`config.mk`:
```
export PLATFORM = sky130hd
export DESIGN_NAME = round_robin_time_slice_scheduler
export DESIGN_NICKNAME = d
export VERILOG_FILES = /design/src/rtl/rrts_pkg.sv /design/src/rtl/rrts_ram.sv /design/src/rtl/rrts_front.sv /design/src/rtl/rrts_back.sv /design/src/rtl/round_robin_time_slice_scheduler.sv
export SDC_FILE = /design/constraint.sdc
export NUM_CORES = 1
export LEC_CHECK = 0
export BUFFER_PORTS_ARGS = -buffer_cell sky130_fd_sc_hd__buf_2
export CORE_ASPECT_RATIO = 2
export CORE_MARGIN = 2
export CORE_UTILIZATION = 60
export DETAILED_ROUTE_END_ITERATION = 7
export PLACE_DENSITY = 0.9
export SYNTH_ARGS = -nofsm -noshare
export SYNTH_HDL_FRONTEND = slang
export SYNTH_SLANG_ARGS = --single-unit
```
`constraint.sdc`:
```
create_clock -name clk -period 8.95 [get_ports clk]
set_clock_uncertainty 0.05 [all_clocks]
set_input_delay 0 -clock clk [delete_from_list [all_inputs] [get_ports clk]]
set_output_delay 0 -clock clk [all_outputs]
set_load 0.02 [all_outputs]
```
`src/rtl/rrts_pkg.sv`:
```
// ---------------------------------------------------------------------------
// rrts_pkg
// Shared types and constants for the round-robin time-slice scheduler.
// ---------------------------------------------------------------------------
package rrts_pkg;

  localparam int QUEUE_DEPTH_DEF = 16;
  localparam logic [15:0] QUANTUM_RESET = 16'd60;

  localparam int ID_W    = 8;
  localparam int TIME_W  = 16;
  localparam int CLOCK_W = 32;
  localparam int COUNT_W = 5;
  localparam int ENTRY_W = ID_W + TIME_W;

  // command queue between front and back
  localparam int CMD_DEPTH = 2;
  localparam int CMD_AW    = 1;
  localparam int CMD_CW    = 2;

  // configuration register indexes
  localparam int CFG_IDX_W = 1;
  localparam logic [CFG_IDX_W-1:0] REG_QUANTUM = 1'b0;

  typedef enum logic {
    OP_ADD   = 1'b0,
    OP_SLICE = 1'b1
  } op_t;

  typedef enum logic [1:0] {
    ST_ADDED = 2'd0,
    ST_FULL  = 2'd1,
    ST_SLICE = 2'd2,
    ST_EMPTY = 2'd3
  } status_t;

  typedef enum logic {
    BK_IDLE = 1'b0,
    BK_READ = 1'b1
  } back_state_t;

  typedef struct packed {
    op_t              op;
    logic [ID_W-1:0]   pid;
    logic [TIME_W-1:0] burst;
  } cmd_t;

endpackage

```
`src/rtl/rrts_ram.sv`:
```
// ---------------------------------------------------------------------------
// rrts_ram
// Generic single-write, single-read RAM with registered read data.
// ---------------------------------------------------------------------------
module rrts_ram #(
  parameter int WIDTH = 8,
  parameter int DEPTH = 16
) (
  input  logic                     clk,
  input  logic                     we,
  input  logic [$clog2(DEPTH)-1:0] waddr,
  input  logic [WIDTH-1:0]         wdata,
  input  logic                     re,
  input  logic [$clog2(DEPTH)-1:0] raddr,
  output logic [WIDTH-1:0]         rdata
);

  logic [WIDTH-1:0] mem_r [DEPTH];
  logic [WIDTH-1:0] rdata_r;

  always_ff @(posedge clk) begin
    if (we) begin
      mem_r[waddr] <= wdata;
    end
    if (re) begin
      rdata_r <= mem_r[raddr];
    end
  end

  assign rdata = rdata_r;

endmodule

```
`src/rtl/rrts_front.sv`:
```
// ---------------------------------------------------------------------------
// rrts_front
// Accepts items, classifies them by action and holds them in a short
// command queue until the back end takes them.
// ---------------------------------------------------------------------------
module rrts_front (
  input  logic                    clk,
  input  logic                    rst_n,
  input  logic                    start,
  output logic                    busy,
  input  logic                    in_action,
  input  logic [rrts_pkg::ID_W-1:0]   in_process_id,
  input  logic [rrts_pkg::TIME_W-1:0] in_burst_time,
  output logic                    cmd_valid,
  output rrts_pkg::cmd_t          cmd,
  input  logic                    cmd_pop
);
  import rrts_pkg::*;

  cmd_t              slot_r [CMD_DEPTH];
  logic [CMD_AW-1:0] wptr_r;
  logic [CMD_AW-1:0] rptr_r;
  logic [CMD_CW-1:0] cnt_r;
  logic              push;
  logic              pop;
  cmd_t              cmd_in;

  assign busy      = (cnt_r == CMD_CW'(CMD_DEPTH));
  assign push      = start && !busy;
  assign cmd_valid = (cnt_r != '0);
  assign pop       = cmd_pop && cmd_valid;

  always_comb begin
    cmd_in.op    = in_action ? OP_SLICE : OP_ADD;
    cmd_in.pid   = in_process_id;
    cmd_in.burst = in_burst_time;
  end

  assign cmd = slot_r[rptr_r];

  always_ff @(posedge clk) begin
    if (push) begin
      slot_r[wptr_r] <= cmd_in;
    end
  end

  always_ff @(posedge clk) begin
    if (!rst_n) begin
      wptr_r <= '0;
      rptr_r <= '0;
      cnt_r  <= '0;
    end else begin
      if (push) begin
        wptr_r <= wptr_r + 1'b1;
      end
      if (pop) begin
        rptr_r <= rptr_r + 1'b1;
      end
      case ({push, pop})
        2'b10:   cnt_r <= cnt_r + 1'b1;
        2'b01:   cnt_r <= cnt_r - 1'b1;
        default: cnt_r <= cnt_r;
      endcase
    end
  end

endmodule

```
`src/rtl/rrts_back.sv`:
```
// ---------------------------------------------------------------------------
// rrts_back
// Executes queued commands against the process ring: add at tail, or run
// one slice from the head and requeue or retire the process.
// ---------------------------------------------------------------------------
module rrts_back #(
  parameter int QUEUE_DEPTH = rrts_pkg::QUEUE_DEPTH_DEF
) (
  input  logic                          clk,
  input  logic                          rst_n,
  input  logic                          cmd_valid,
  input  rrts_pkg::cmd_t                cmd,
  output logic                          cmd_pop,
  input  logic [rrts_pkg::TIME_W-1:0]   quantum,
  output logic                          out_valid,
  output logic [1:0]                    out_status,
  output logic [rrts_pkg::ID_W-1:0]     out_slice_process_id,
  output logic [rrts_pkg::CLOCK_W-1:0]  out_slice_start,
  output logic [rrts_pkg::TIME_W-1:0]   out_slice_length,
  output logic [rrts_pkg::TIME_W-1:0]   out_remaining_after,
  output logic                          out_finished,
  output logic [rrts_pkg::COUNT_W-1:0]  out_queue_count
);
  import rrts_pkg::*;

  localparam int AW = $clog2(QUEUE_DEPTH);
  localparam int CW = $clog2(QUEUE_DEPTH + 1);
  localparam logic [AW-1:0] LAST_SLOT = AW'(QUEUE_DEPTH - 1);
  localparam logic [CW-1:0] FULL_CNT  = CW'(QUEUE_DEPTH);

  back_state_t        state_r, state_nxt;
  logic [AW-1:0]      head_r, head_nxt;
  logic [AW-1:0]      tail_r, tail_nxt;
  logic [CW-1:0]      count_r, count_nxt;
  logic [CLOCK_W-1:0] elapsed_r, elapsed_nxt;

  logic               valid_r, valid_nxt;
  status_t            status_r, status_nxt;
  logic [ID_W-1:0]    sid_r, sid_nxt;
  logic [CLOCK_W-1:0] sstart_r, sstart_nxt;
  logic [TIME_W-1:0]  slen_r, slen_nxt;
  logic [TIME_W-1:0]  srem_r, srem_nxt;
  logic               sfin_r, sfin_nxt;
  logic [CW-1:0]      qcnt_r, qcnt_nxt;
  logic [CW+COUNT_W-1:0] qcnt_ext;

  logic               ram_we;
  logic [AW-1:0]      ram_waddr;
  logic [ENTRY_W-1:0] ram_wdata;
  logic               ram_re;
  logic [ENTRY_W-1:0] ram_rdata;
  logic [ID_W-1:0]    rd_id;
  logic [TIME_W-1:0]  rd_rem;
  logic [TIME_W-1:0]  run_len;
  logic [TIME_W-1:0]  rem_left;

  function automatic logic [AW-1:0] next_slot(input logic [AW-1:0] i);
    return (i == LAST_SLOT) ? '0 : i + 1'b1;
  endfunction

  rrts_ram #(
    .WIDTH (ENTRY_W),
    .DEPTH (QUEUE_DEPTH)
  ) u_ring (
    .clk   (clk),
    .we    (ram_we),
    .waddr (ram_waddr),
    .wdata (ram_wdata),
    .re    (ram_re),
    .raddr (head_r),
    .rdata (ram_rdata)
  );

  assign rd_id    = ram_rdata[ENTRY_W-1:TIME_W];
  assign rd_rem   = ram_rdata[TIME_W-1:0];
  assign run_len  = (rd_rem > quantum) ? quantum : rd_rem;
  assign rem_left = rd_rem - run_len;

  always_comb begin
    state_nxt   = state_r;
    head_nxt    = head_r;
    tail_nxt    = tail_r;
    count_nxt   = count_r;
    elapsed_nxt = elapsed_r;
    cmd_pop     = 1'b0;
    ram_we      = 1'b0;
    ram_waddr   = tail_r;
    ram_wdata   = {cmd.pid, cmd.burst};
    ram_re      = 1'b0;
    valid_nxt   = 1'b0;
    status_nxt  = ST_ADDED;
    sid_nxt     = '0;
    sstart_nxt  = '0;
    slen_nxt    = '0;
    srem_nxt    = '0;
    sfin_nxt    = 1'b0;
    qcnt_nxt    = count_r;
    case (state_r)
      BK_IDLE: begin
        if (cmd_valid) begin
          cmd_pop = 1'b1;
          case (cmd.op)
            OP_ADD: begin
              valid_nxt = 1'b1;
              if (count_r == FULL_CNT) begin
                status_nxt = ST_FULL;
              end else begin
                ram_we     = 1'b1;
                tail_nxt   = next_slot(tail_r);
                count_nxt  = count_r + 1'b1;
                qcnt_nxt   = count_r + 1'b1;
                status_nxt = ST_ADDED;
              end
            end
            OP_SLICE: begin
              if (count_r == '0) begin
                valid_nxt  = 1'b1;
                status_nxt = ST_EMPTY;
              end else begin
                ram_re    = 1'b1;
                state_nxt = BK_READ;
              end
            end
            default: begin
              valid_nxt = 1'b0;
            end
          endcase
        end
      end
      BK_READ: begin
        // head entry is on the RAM output now
        state_nxt   = BK_IDLE;
        valid_nxt   = 1'b1;
        status_nxt  = ST_SLICE;
        sid_nxt     = rd_id;
        sstart_nxt  = elapsed_r;
        slen_nxt    = run_len;
        srem_nxt    = rem_left;
        elapsed_nxt = elapsed_r + CLOCK_W'(run_len);
        head_nxt    = next_slot(head_r);
        if (rem_left != '0) begin
          ram_we    = 1'b1;
          ram_wdata = {rd_id, rem_left};
          tail_nxt  = next_slot(tail_r);
        end else begin
          sfin_nxt  = 1'b1;
          count_nxt = count_r - 1'b1;
          qcnt_nxt  = count_r - 1'b1;
        end
      end
      default: begin
        state_nxt = BK_IDLE;
      end
    endcase
  end

  always_ff @(posedge clk) begin
    if (!rst_n) begin
      state_r   <= BK_IDLE;
      head_r    <= '0;
      tail_r    <= '0;
      count_r   <= '0;
      elapsed_r <= '0;
      valid_r   <= 1'b0;
    end else begin
      state_r   <= state_nxt;
      head_r    <= head_nxt;
      tail_r    <= tail_nxt;
      count_r   <= count_nxt;
      elapsed_r <= elapsed_nxt;
      valid_r   <= valid_nxt;
    end
  end

  always_ff @(posedge clk) begin
    status_r <= status_nxt;
    sid_r    <= sid_nxt;
    sstart_r <= sstart_nxt;
    slen_r   <= slen_nxt;
    srem_r   <= srem_nxt;
    sfin_r   <= sfin_nxt;
    qcnt_r   <= qcnt_nxt;
  end

  assign qcnt_ext = {{COUNT_W{1'b0}}, qcnt_r};

  assign out_valid            = valid_r;
  assign out_status           = status_r;
  assign out_slice_process_id = sid_r;
  assign out_slice_start      = sstart_r;
  assign out_slice_length     = slen_r;
  assign out_remaining_after  = srem_r;
  assign out_finished         = sfin_r;
  assign out_queue_count      = qcnt_ext[COUNT_W-1:0];

  a_count_bound: assert property (@(posedge clk) disable iff (!rst_n)
    count_r <= FULL_CNT)
    else $error("ring count beyond depth");

  a_read_one_cycle: assert property (@(posedge clk) disable iff (!rst_n)
    state_r == BK_READ |=> state_r == BK_IDLE)
    else $error("read state held past one cycle");

  a_cmd_result: assert property (@(posedge clk) disable iff (!rst_n)
    (state_r == BK_IDLE && cmd_valid) |=> (valid_r || state_r == BK_READ))
    else $error("popped command produced no result");

  a_finish_rem: assert property (@(posedge clk) disable iff (!rst_n)
    (valid_r && status_r == ST_SLICE && sfin_r) |-> srem_r == '0)
    else $error("finished slice with time remaining");

endmodule

```
`src/rtl/round_robin_time_slice_scheduler.sv`:
```
// ---------------------------------------------------------------------------
// round_robin_time_slice_scheduler
// Round-robin ready queue with a fixed quantum: add processes at the tail,
// run slices from the head, requeue or retire each process.
// ---------------------------------------------------------------------------
//
//  Channel  Handshake                      Payload
//  -------  -----------------------------  -----------------------------------
//  input    start & !busy                  in_action, in_process_id,
//                                          in_burst_time
//  result   out_valid, one cycle           out_status, out_slice_process_id,
//                                          out_slice_start, out_slice_length,
//                                          out_remaining_after, out_finished,
//                                          out_queue_count
//  config   psel & penable & pwrite        paddr, pwdata, prdata (pready = 1)
//
// An add item holds the back end in its idle state; a slice item also
// takes the read state, set by the registered read of the process ring.
// Each result comes from a register loaded as that work ends.
// A two-item command queue parts the front from the back; busy rises only
// when that queue is full. The ring needs no clearing after reset, so items
// are taken on the first cycle after rst_n rises. The receiver cannot stall.
// ---------------------------------------------------------------------------
module round_robin_time_slice_scheduler #(
  parameter int QUEUE_DEPTH = rrts_pkg::QUEUE_DEPTH_DEF
) (
  input  logic                          clk,
  input  logic                          rst_n,
  // input channel
  input  logic                          start,
  output logic                          busy,
  input  logic                          in_action,
  input  logic [rrts_pkg::ID_W-1:0]     in_process_id,
  input  logic [rrts_pkg::TIME_W-1:0]   in_burst_time,
  // result channel
  output logic                          out_valid,
  output logic [1:0]                    out_status,
  output logic [rrts_pkg::ID_W-1:0]     out_slice_process_id,
  output logic [rrts_pkg::CLOCK_W-1:0]  out_slice_start,
  output logic [rrts_pkg::TIME_W-1:0]   out_slice_length,
  output logic [rrts_pkg::TIME_W-1:0]   out_remaining_after,
  output logic                          out_finished,
  output logic [rrts_pkg::COUNT_W-1:0]  out_queue_count,
  // configuration port
  input  logic                          psel,
  input  logic                          penable,
  input  logic                          pwrite,
  input  logic [2:0]                    paddr,
  input  logic [31:0]                   pwdata,
  output logic [31:0]                   prdata,
  output logic                          pready
);
  import rrts_pkg::*;

  logic [TIME_W-1:0]    quantum_r;
  logic [CFG_IDX_W-1:0] reg_idx;
  logic                 cfg_write;
  logic                 cmd_valid;
  logic                 cmd_pop;
  cmd_t                 cmd;

  // Decode the register index from the word address; low bits are ignored.
  assign reg_idx   = paddr[2];
  assign cfg_write = psel && penable && pwrite;
  assign pready    = 1'b1;

  always_ff @(posedge clk) begin
    if (!rst_n) begin
      quantum_r <= QUANTUM_RESET;
    end else if (cfg_write && reg_idx == REG_QUANTUM) begin
      quantum_r <= pwdata[TIME_W-1:0];
    end
  end

  // Return zero for any address beyond the register list.
  always_comb begin
    if (reg_idx == REG_QUANTUM) begin
      prdata = {{(32-TIME_W){1'b0}}, quantum_r};
    end else begin
      prdata = '0;
    end
  end

  // Front: take and classify items, hold them in the command queue.
  rrts_front u_front (
    .clk           (clk),
    .rst_n         (rst_n),
    .start         (start),
    .busy          (busy),
    .in_action     (in_action),
    .in_process_id (in_process_id),
    .in_burst_time (in_burst_time),
    .cmd_valid     (cmd_valid),
    .cmd           (cmd),
    .cmd_pop       (cmd_pop)
  );

  // Back: drive the ring, the elapsed-time clock and the result register.
  rrts_back #(
    .QUEUE_DEPTH (QUEUE_DEPTH)
  ) u_back (
    .clk                  (clk),
    .rst_n                (rst_n),
    .cmd_valid            (cmd_valid),
    .cmd                  (cmd),
    .cmd_pop              (cmd_pop),
    .quantum              (quantum_r),
    .out_valid            (out_valid),
    .out_status           (out_status),
    .out_slice_process_id (out_slice_process_id),
    .out_slice_start      (out_slice_start),
    .out_slice_length     (out_slice_length),
    .out_remaining_after  (out_remaining_after),
    .out_finished         (out_finished),
    .out_queue_count      (out_queue_count)
  );

endmodule

```
* After elaboration in Yosys (flattened, before gate mapping)
Memory sizes are Yosys's and may differ from the RTL's. A register that Yosys moved wholly into a read port is not among the register bits. Index checks and enable logic that the tools add are counted.
Storage, ports and cells: output and inout bits 115, logic and storage cells 100, RAM bits 434, memories 2, register bits 147
Operators by class: reduce and logical (&&, ||, !) cells 11, $lt $le $gt $ge 1, eq/ne operators 10, multiplexer cells 46, bitwise logic cells 3, $add $sub $neg 10
Memories:
- u_back.u_ring.mem_r | depth 16, width 24, rd ports 1, clocked after Yosys merged registers in 1, write ports 1, RTL line rrts_ram.sv:18 | logic [WIDTH-1:0] mem_r [DEPTH];
- u_front.slot_r | depth 2, width 25, rd ports 1, clocked after Yosys merged registers in 1, write ports 1, RTL line rrts_front.sv:20 | cmd_t slot_r [CMD_DEPTH];
Operator list (number):
- 2-to-1 mux 24 bit | 2
- adder 32 x 16 -> 32 bit | 1
- 2-to-1 mux 16 bit | 2
- 2-to-1 mux 4 bit | 6
- 2-to-1 mux 1 bit | 21
- 2-to-1 mux 5 bit | 4
- > comparator 16 bit | 1
- nonzero test 16 bit | 1
- subtractor 16 bit | 1
- case mux 2 bit (2 select lines) | 3
- case mux 5 bit (2 select lines) | 1
- adder 4 x 1 -> 4 bit, second input constant | 2
- equality test 4 bit, second input constant | 2
- != test 2 bit, second input constant | 4
- case mux 1 bit (2 select lines) | 4
- case mux 4 bit (2 select lines) | 1
- adder 5 x 1 -> 5 bit, second input constant | 1
- equality test 5 bit, second input constant | 1
- logical AND 1 bit | 5
- logical NOT 5 bit | 1
- subtractor 5 x 1 -> 5 bit, second input constant | 1
- equality test 2 bit, second input constant | 2
- 2-to-1 mux 2 bit | 2
- AND reduction 4 bit | 1
- other kinds (7) | 11

* Depth between registers and ports, before layout
depth in word-level cells 8, mapped depth 27, gate-level depth less buffers 22

* Hierarchy
From an unflattened synthesis, not the netlist that was laid out.
Second synthesis, totals: cell total of the unflattened synthesis 1616, area total of the unflattened synthesis 24821.3 µm²
Modules (own cells, without submodules):
- rrts_ram | times used 1, area an instance 15170.8 µm², cells each 636
- rrts_back | times used 1, area an instance 6686.4 µm², cells each 770
- rrts_front | times used 1, area an instance 2037.0 µm², cells each 104
- round_robin_time_slice_scheduler | times used 1, area an instance 927.1 µm², cells each 106

* Least setup slack after synthesis
No wires, ideal clock.
path kind reg-to-reg, start point register quantum_r[9], end point memory u_back.u_ring.mem_r[0][0] (netlist bit), enable pin, period minus slack after synthesis 8083 ps, arrival 7559 ps, buffers on the path 4, cell stages (with the launch flop) 27, slack 867 ps, library setup time 474 ps, cells stage by stage dfxtp_1 > clkbuf_1 > inv_1 > ha_1 > a21oi_1 > or3_1 > nand3_2 > or3_1 > buf_2 > nand2_1 > clkbuf_1 > nor2_1 > a21oi_1 > inv_1 > fa_1 > nand2b_1 > a21oi_1 > o21ai_0 > o311ai_0 > o21ai_0 > a21oi_1 > or4_1 > a2111o_1 > o31a_1 > buf_6 > nor2_1 > nor4b_1
Between the ends: longest elaborated chain between the ends 8
RTL lines:
- start, declared | RTL line round_robin_time_slice_scheduler.sv:55 | logic [TIME_W-1:0] quantum_r;
- start signal, assigned | RTL line round_robin_time_slice_scheduler.sv:71 | quantum_r <= pwdata[TIME_W-1:0];
- > comparator 16 bit | RTL line rrts_back.sv:76 | assign run_len = (rd_rem > quantum) ? quantum : rd_rem;
- 2-to-1 mux 16 bit | RTL line rrts_back.sv:76
- net u_back.run_len[1] | RTL line rrts_back.sv:54 | logic [TIME_W-1:0] run_len;
- subtractor 16 bit | RTL line rrts_back.sv:77 | assign rem_left = rd_rem - run_len;
- nonzero test 16 bit | RTL line rrts_back.sv:141 | if (rem_left != '0) begin
- 2-to-1 mux 1 bit | RTL line rrts_back.sv:141
- case mux 1 bit (2 select lines) | RTL line rrts_back.sv:98 | case (state_r)
- 2-to-1 mux 1 bit | RTL line rrts_ram.sv:22 | if (we) begin
- 2-to-1 mux 1 bit (not written as such) | RTL line rrts_ram.sv:23 | mem_r[waddr] <= wdata;
- end, declared | RTL line rrts_ram.sv:18
The timed path passes the listed nets, and every way through them passes these cells.

* Worst setup path after layout
start point register quantum_r[7], end point memory u_back.u_ring.mem_r[2][10] (netlist bit) (data pin)
Between the ends: longest elaborated chain between the ends 6
RTL lines:
- > comparator 16 bit (*) | RTL line rrts_back.sv:76
- 2-to-1 mux 16 bit (*) | RTL line rrts_back.sv:76
- net u_back.run_len[0] | RTL line rrts_back.sv:54
- subtractor 16 bit (*) | RTL line rrts_back.sv:77
- nonzero test 16 bit | RTL line rrts_back.sv:141
- 2-to-1 mux 24 bit (*) | RTL line rrts_back.sv:141
- 2-to-1 mux 24 bit (*) | RTL line rrts_back.sv:98
- net u_back.ram_wdata[10] | RTL line rrts_back.sv:49 | logic [ENTRY_W-1:0] ram_wdata;
The timed path passes the listed nets; every way through them passes the cells marked *.

==> flow_summary_export.csv <==
group,metric,value,unit
yosys,avgSynthCellArea,15.6,um^2
floorplanning,die_area,43100,um^2
floorplanning,initial_core_util,60.6,%
place,place_congestion,0.903,
power,vdd_ir_drop_max,0.180,mV
worst_setup_path,r2r_end,"u_back.u_ring.mem_r[2][10]",
final_layout,design_area,28200,um^2
power,intPower,4960,uW
worst_hold_path,holdCritStartpoint,"in_process_id[6]",
final_layout,final_net_count,1903,
power,power_frac_clock,32.3,%
worst_setup_path,cp-end-kind,"flip-flop",
outcome,status,"finished clean",
global_route,grt_max_degree,59,
sta,setup_viol,0,
cts,post_cts_buffers,0,
drt,via_count,15200,
yosys,synth.top_cell.area_share,55.4,%
sta,slew_headroom,20.5,%
worst_setup_path,worst-path-max-fanout,27,
yosys,yosys.area.top_type,"edfxtp_1",
final_layout,final.fill_count,2483,
floorplanning,io_pins,181,
worst_setup_path,r2r-start,"quantum_r[7]",
drt,viasPerCell,6.44,
sta,finalHoldViolCount,0,
global_route,overflow,0,
worst_setup_path,crit_type,"flip-flop to flip-flop",
yosys,synth_area,24800,um^2
sta,worst_slew_pin_slew,1190,ps
yosys,ys.warnings.count,0,
flow_run,cap_violations,0,
final_layout,diodes,0,
drt,final_antenna_net_count,0,
power,combPwrFrac,16.1,%
global_route,grt_usage,29.3,%
power,seqPwrFrac,51.6,%
global_route,antenna_found_initial,0,
cts,insertion_delay,600,ps
cts,cts_max_level,2,
floorplanning,die_h,292,um
worst_setup_path,r2r_cells,22,
cts,clk_pin_slew,70,ps
sta,min_period,8540,ps
cts,clock-root-buffer,"clkbuf_16",
drt,drc,0,
final_layout,drive_above_1_share,22.0,%
place,io_buffers,145,
sta,holdWs,67.8,ps
floorplanning,core_area,41000,um^2
worst_setup_path,arrival,8730,ps
cts,cts_buffer_depth,3,
drt,dr.pass1.iters,7,
drt,routed_wl,62.8,mm
power,total_power,6790,uW
power,p_sw_share,27.0,%
yosys,synth-main-ff-cell,"edfxtp_1",
global_route,grt_pass1_vias,15700,
place,placed_area,26100,um^2
yosys,yosys-top-cells-area,"edfxtp_1 55%, dfxtp_1 12%, mux4_2 11%",
final_layout,final_common_cell,"edfxtp_1",
worst_setup_path,start_kind,"flip-flop",
yosys,ys_async_sr_fraction,0,%
power,power.density,240,nW/um^2
final_layout,fin_util,68.9,%
floorplanning,row_count,105,
sta,rsz0062_at_grt,"yes",
power,p_sw,1830,uW
power,power.leakage,0.00987,uW
worst_setup_path,r2r_slack,410,ps
drt,drt_iter0_drc,1424,
final_layout,syn2layout_area_growth,13.7,%
worst_hold_path,holdPathStages,2,
drt,avgRoutedWirePerCell,26.6,um
sta,max_freq,117,MHz
worst_hold_path,hold_end,"u_front.slot_r[0][22]",
worst_hold_path,hp-class,"primary input to flip-flop",
yosys,synth_edf_count,458,
cts,clock-sinks,606,
cts,numCtsBuffers,48,
place,hpwl,37.5,mm
sta,finalCritPeriodShare,95.5,%
yosys,netlist_instances,1593,
final_layout,mostFrequentLayoutCells,"458 x edfxtp_1, 145 x buf_2, 142 x dfxtp_1, 120 x mux4_2, 112 x nor2_1",
floorplanning,die_w,148,um
yosys,synth_cell_types,79,
worst_setup_path,critPathRequiredTime,9130,ps
cts,cts_tree,"yes",
sta,slew_viol_final,0,
yosys,yosysSeqAreaShare,67.3,%
yosys,synth_seq_cells,606,
global_route,grt_pass1_wl,93.9,mm
[power groups by stage]
stage / Sequential, uW / Combinational (uW) / Clock [uW]
after floorplan: 3510 / 727 / 0
after global placement: 3540 / 974 / 0
after detailed placement: 3550 / 1040 / 0
after CTS: 3500 / 1070 / 2210
after global routing: 3520 / 1170 / 2300
final: 3500 / 1090 / 2190
[layer usage]
metal	track usage (%)	share of wire, %
met2	51.3	52
met4	18.7	7.1
met1	32.9	33
met3	4.80	7.7
met5	0	0
[cells by family after synthesis]
| group | after synthesis | share of synthesized area, % |
|---|---|---|
| mux | 160 | 12.5 |
| xor+xnor | 48 | 1.69 |
| buf+inv | 134 | 2.37 |
| compound gates | 205 | 5.51 |
| other cells | 2 | 0.0302 |
| flops | 606 | 67.3 |
| simple gates | 388 | 8.01 |
| fa+ha+maj | 50 | 2.57 |
[area by class of cell]
class	instances	area [um^2]	area share (%)
repair buffers	221	1410	5.01
multi-input cells	868	7640	27.1
clock buffers	66	1310	4.65
inverters	43	161	0.572
flip-flops and latches	606	16700	59.2
clock inverters	24	309	1.09
well taps	535	669	2.37
[registers in the layout, summed over array words and instances, names as in the netlist, 2 cells and up, named ones only]
register	flops
u_back.u_ring.mem_r	384
u_front.slot_r	50
u_back.elapsed_r	32
u_back.out_slice_start	32
u_back.u_ring.rdata	24
quantum_r	16
u_back.out_remaining_after	16
u_back.out_slice_length	16
u_back.out_slice_process_id	8
u_back.count_r	5
u_back.out_queue_count	5
u_back.head_r	4
u_back.ram_waddr	4
u_back.out_status	2
u_front.cnt_r	2
[how the worst max path moves through the flow]
stage / start / endpoint / slack (ps) / cells past startpoint
global route: quantum_r[7] / u_back.u_ring.mem_r[2][10] / -120 / 21
CTS: quantum_r[7] / u_back.u_ring.mem_r[7][12] / 620 / 23
global placement: quantum_r[7] / u_back.u_ring.mem_r[6][8] / 1160 / 22
floorplan: quantum_r[9] / u_back.u_ring.mem_r[0][0] / 870 / 26
detailed placement: quantum_r[7] / u_back.u_ring.mem_r[7][10] / 780 / 23
finish: quantum_r[7] / u_back.u_ring.mem_r[2][10] / 410 / 22
[synthesized netlist by cell type (all sizes together) (39+ instances only)]
cell type,count
a21oi,55
clkbuf,50
nor2,113
edfxtp,458
mux4,120
ha,47
and2,55
dfxtp,148
nand2,90
buf,41
inv,42
mux2i,39
[worst max-delay path: stages, from the launching register on]
cell and delay, ps:
dfxtp_1 450, inv_1 170, ha_1 350, nand4_1 310, nor4_4 410, a21boi_2 530, nor3_4 160, nor2_1 440
o21ai_0 300, ha_1 290, fa_1 400, nand2b_1 180, a21oi_1 350, o21ai_0 410, o311ai_0 390, o21ai_0 150
a21oi_1 410, or4_1 200, a2111o_1 400, o31a_2 700, buf_4 390, and2_1 230, o21bai_1 470
[through the flow]
step | setup TNS [ps] | setup WS, ps | instances
after floorplan | 0 | 867 | 1608
after global routing | -6730 | -119 | 2363
final | 0 | 406 | 2363
after global placement | 0 | 1160 | 2226
after detailed placement | 0 | 779 | 2226
after CTS | 0 | 621 | 2363
[what timing repair did]
| action | in CTS | in global routing |
|---|---|---|
| resized for setup | 0 | 1 |
| endpoints found under the setup margin | 0 | 178 |
| hold endpoints to repair | 77 | 0 |
| hold buffers | 47 | 0 |
Note: power is estimated with default switching activity, not from simulation.
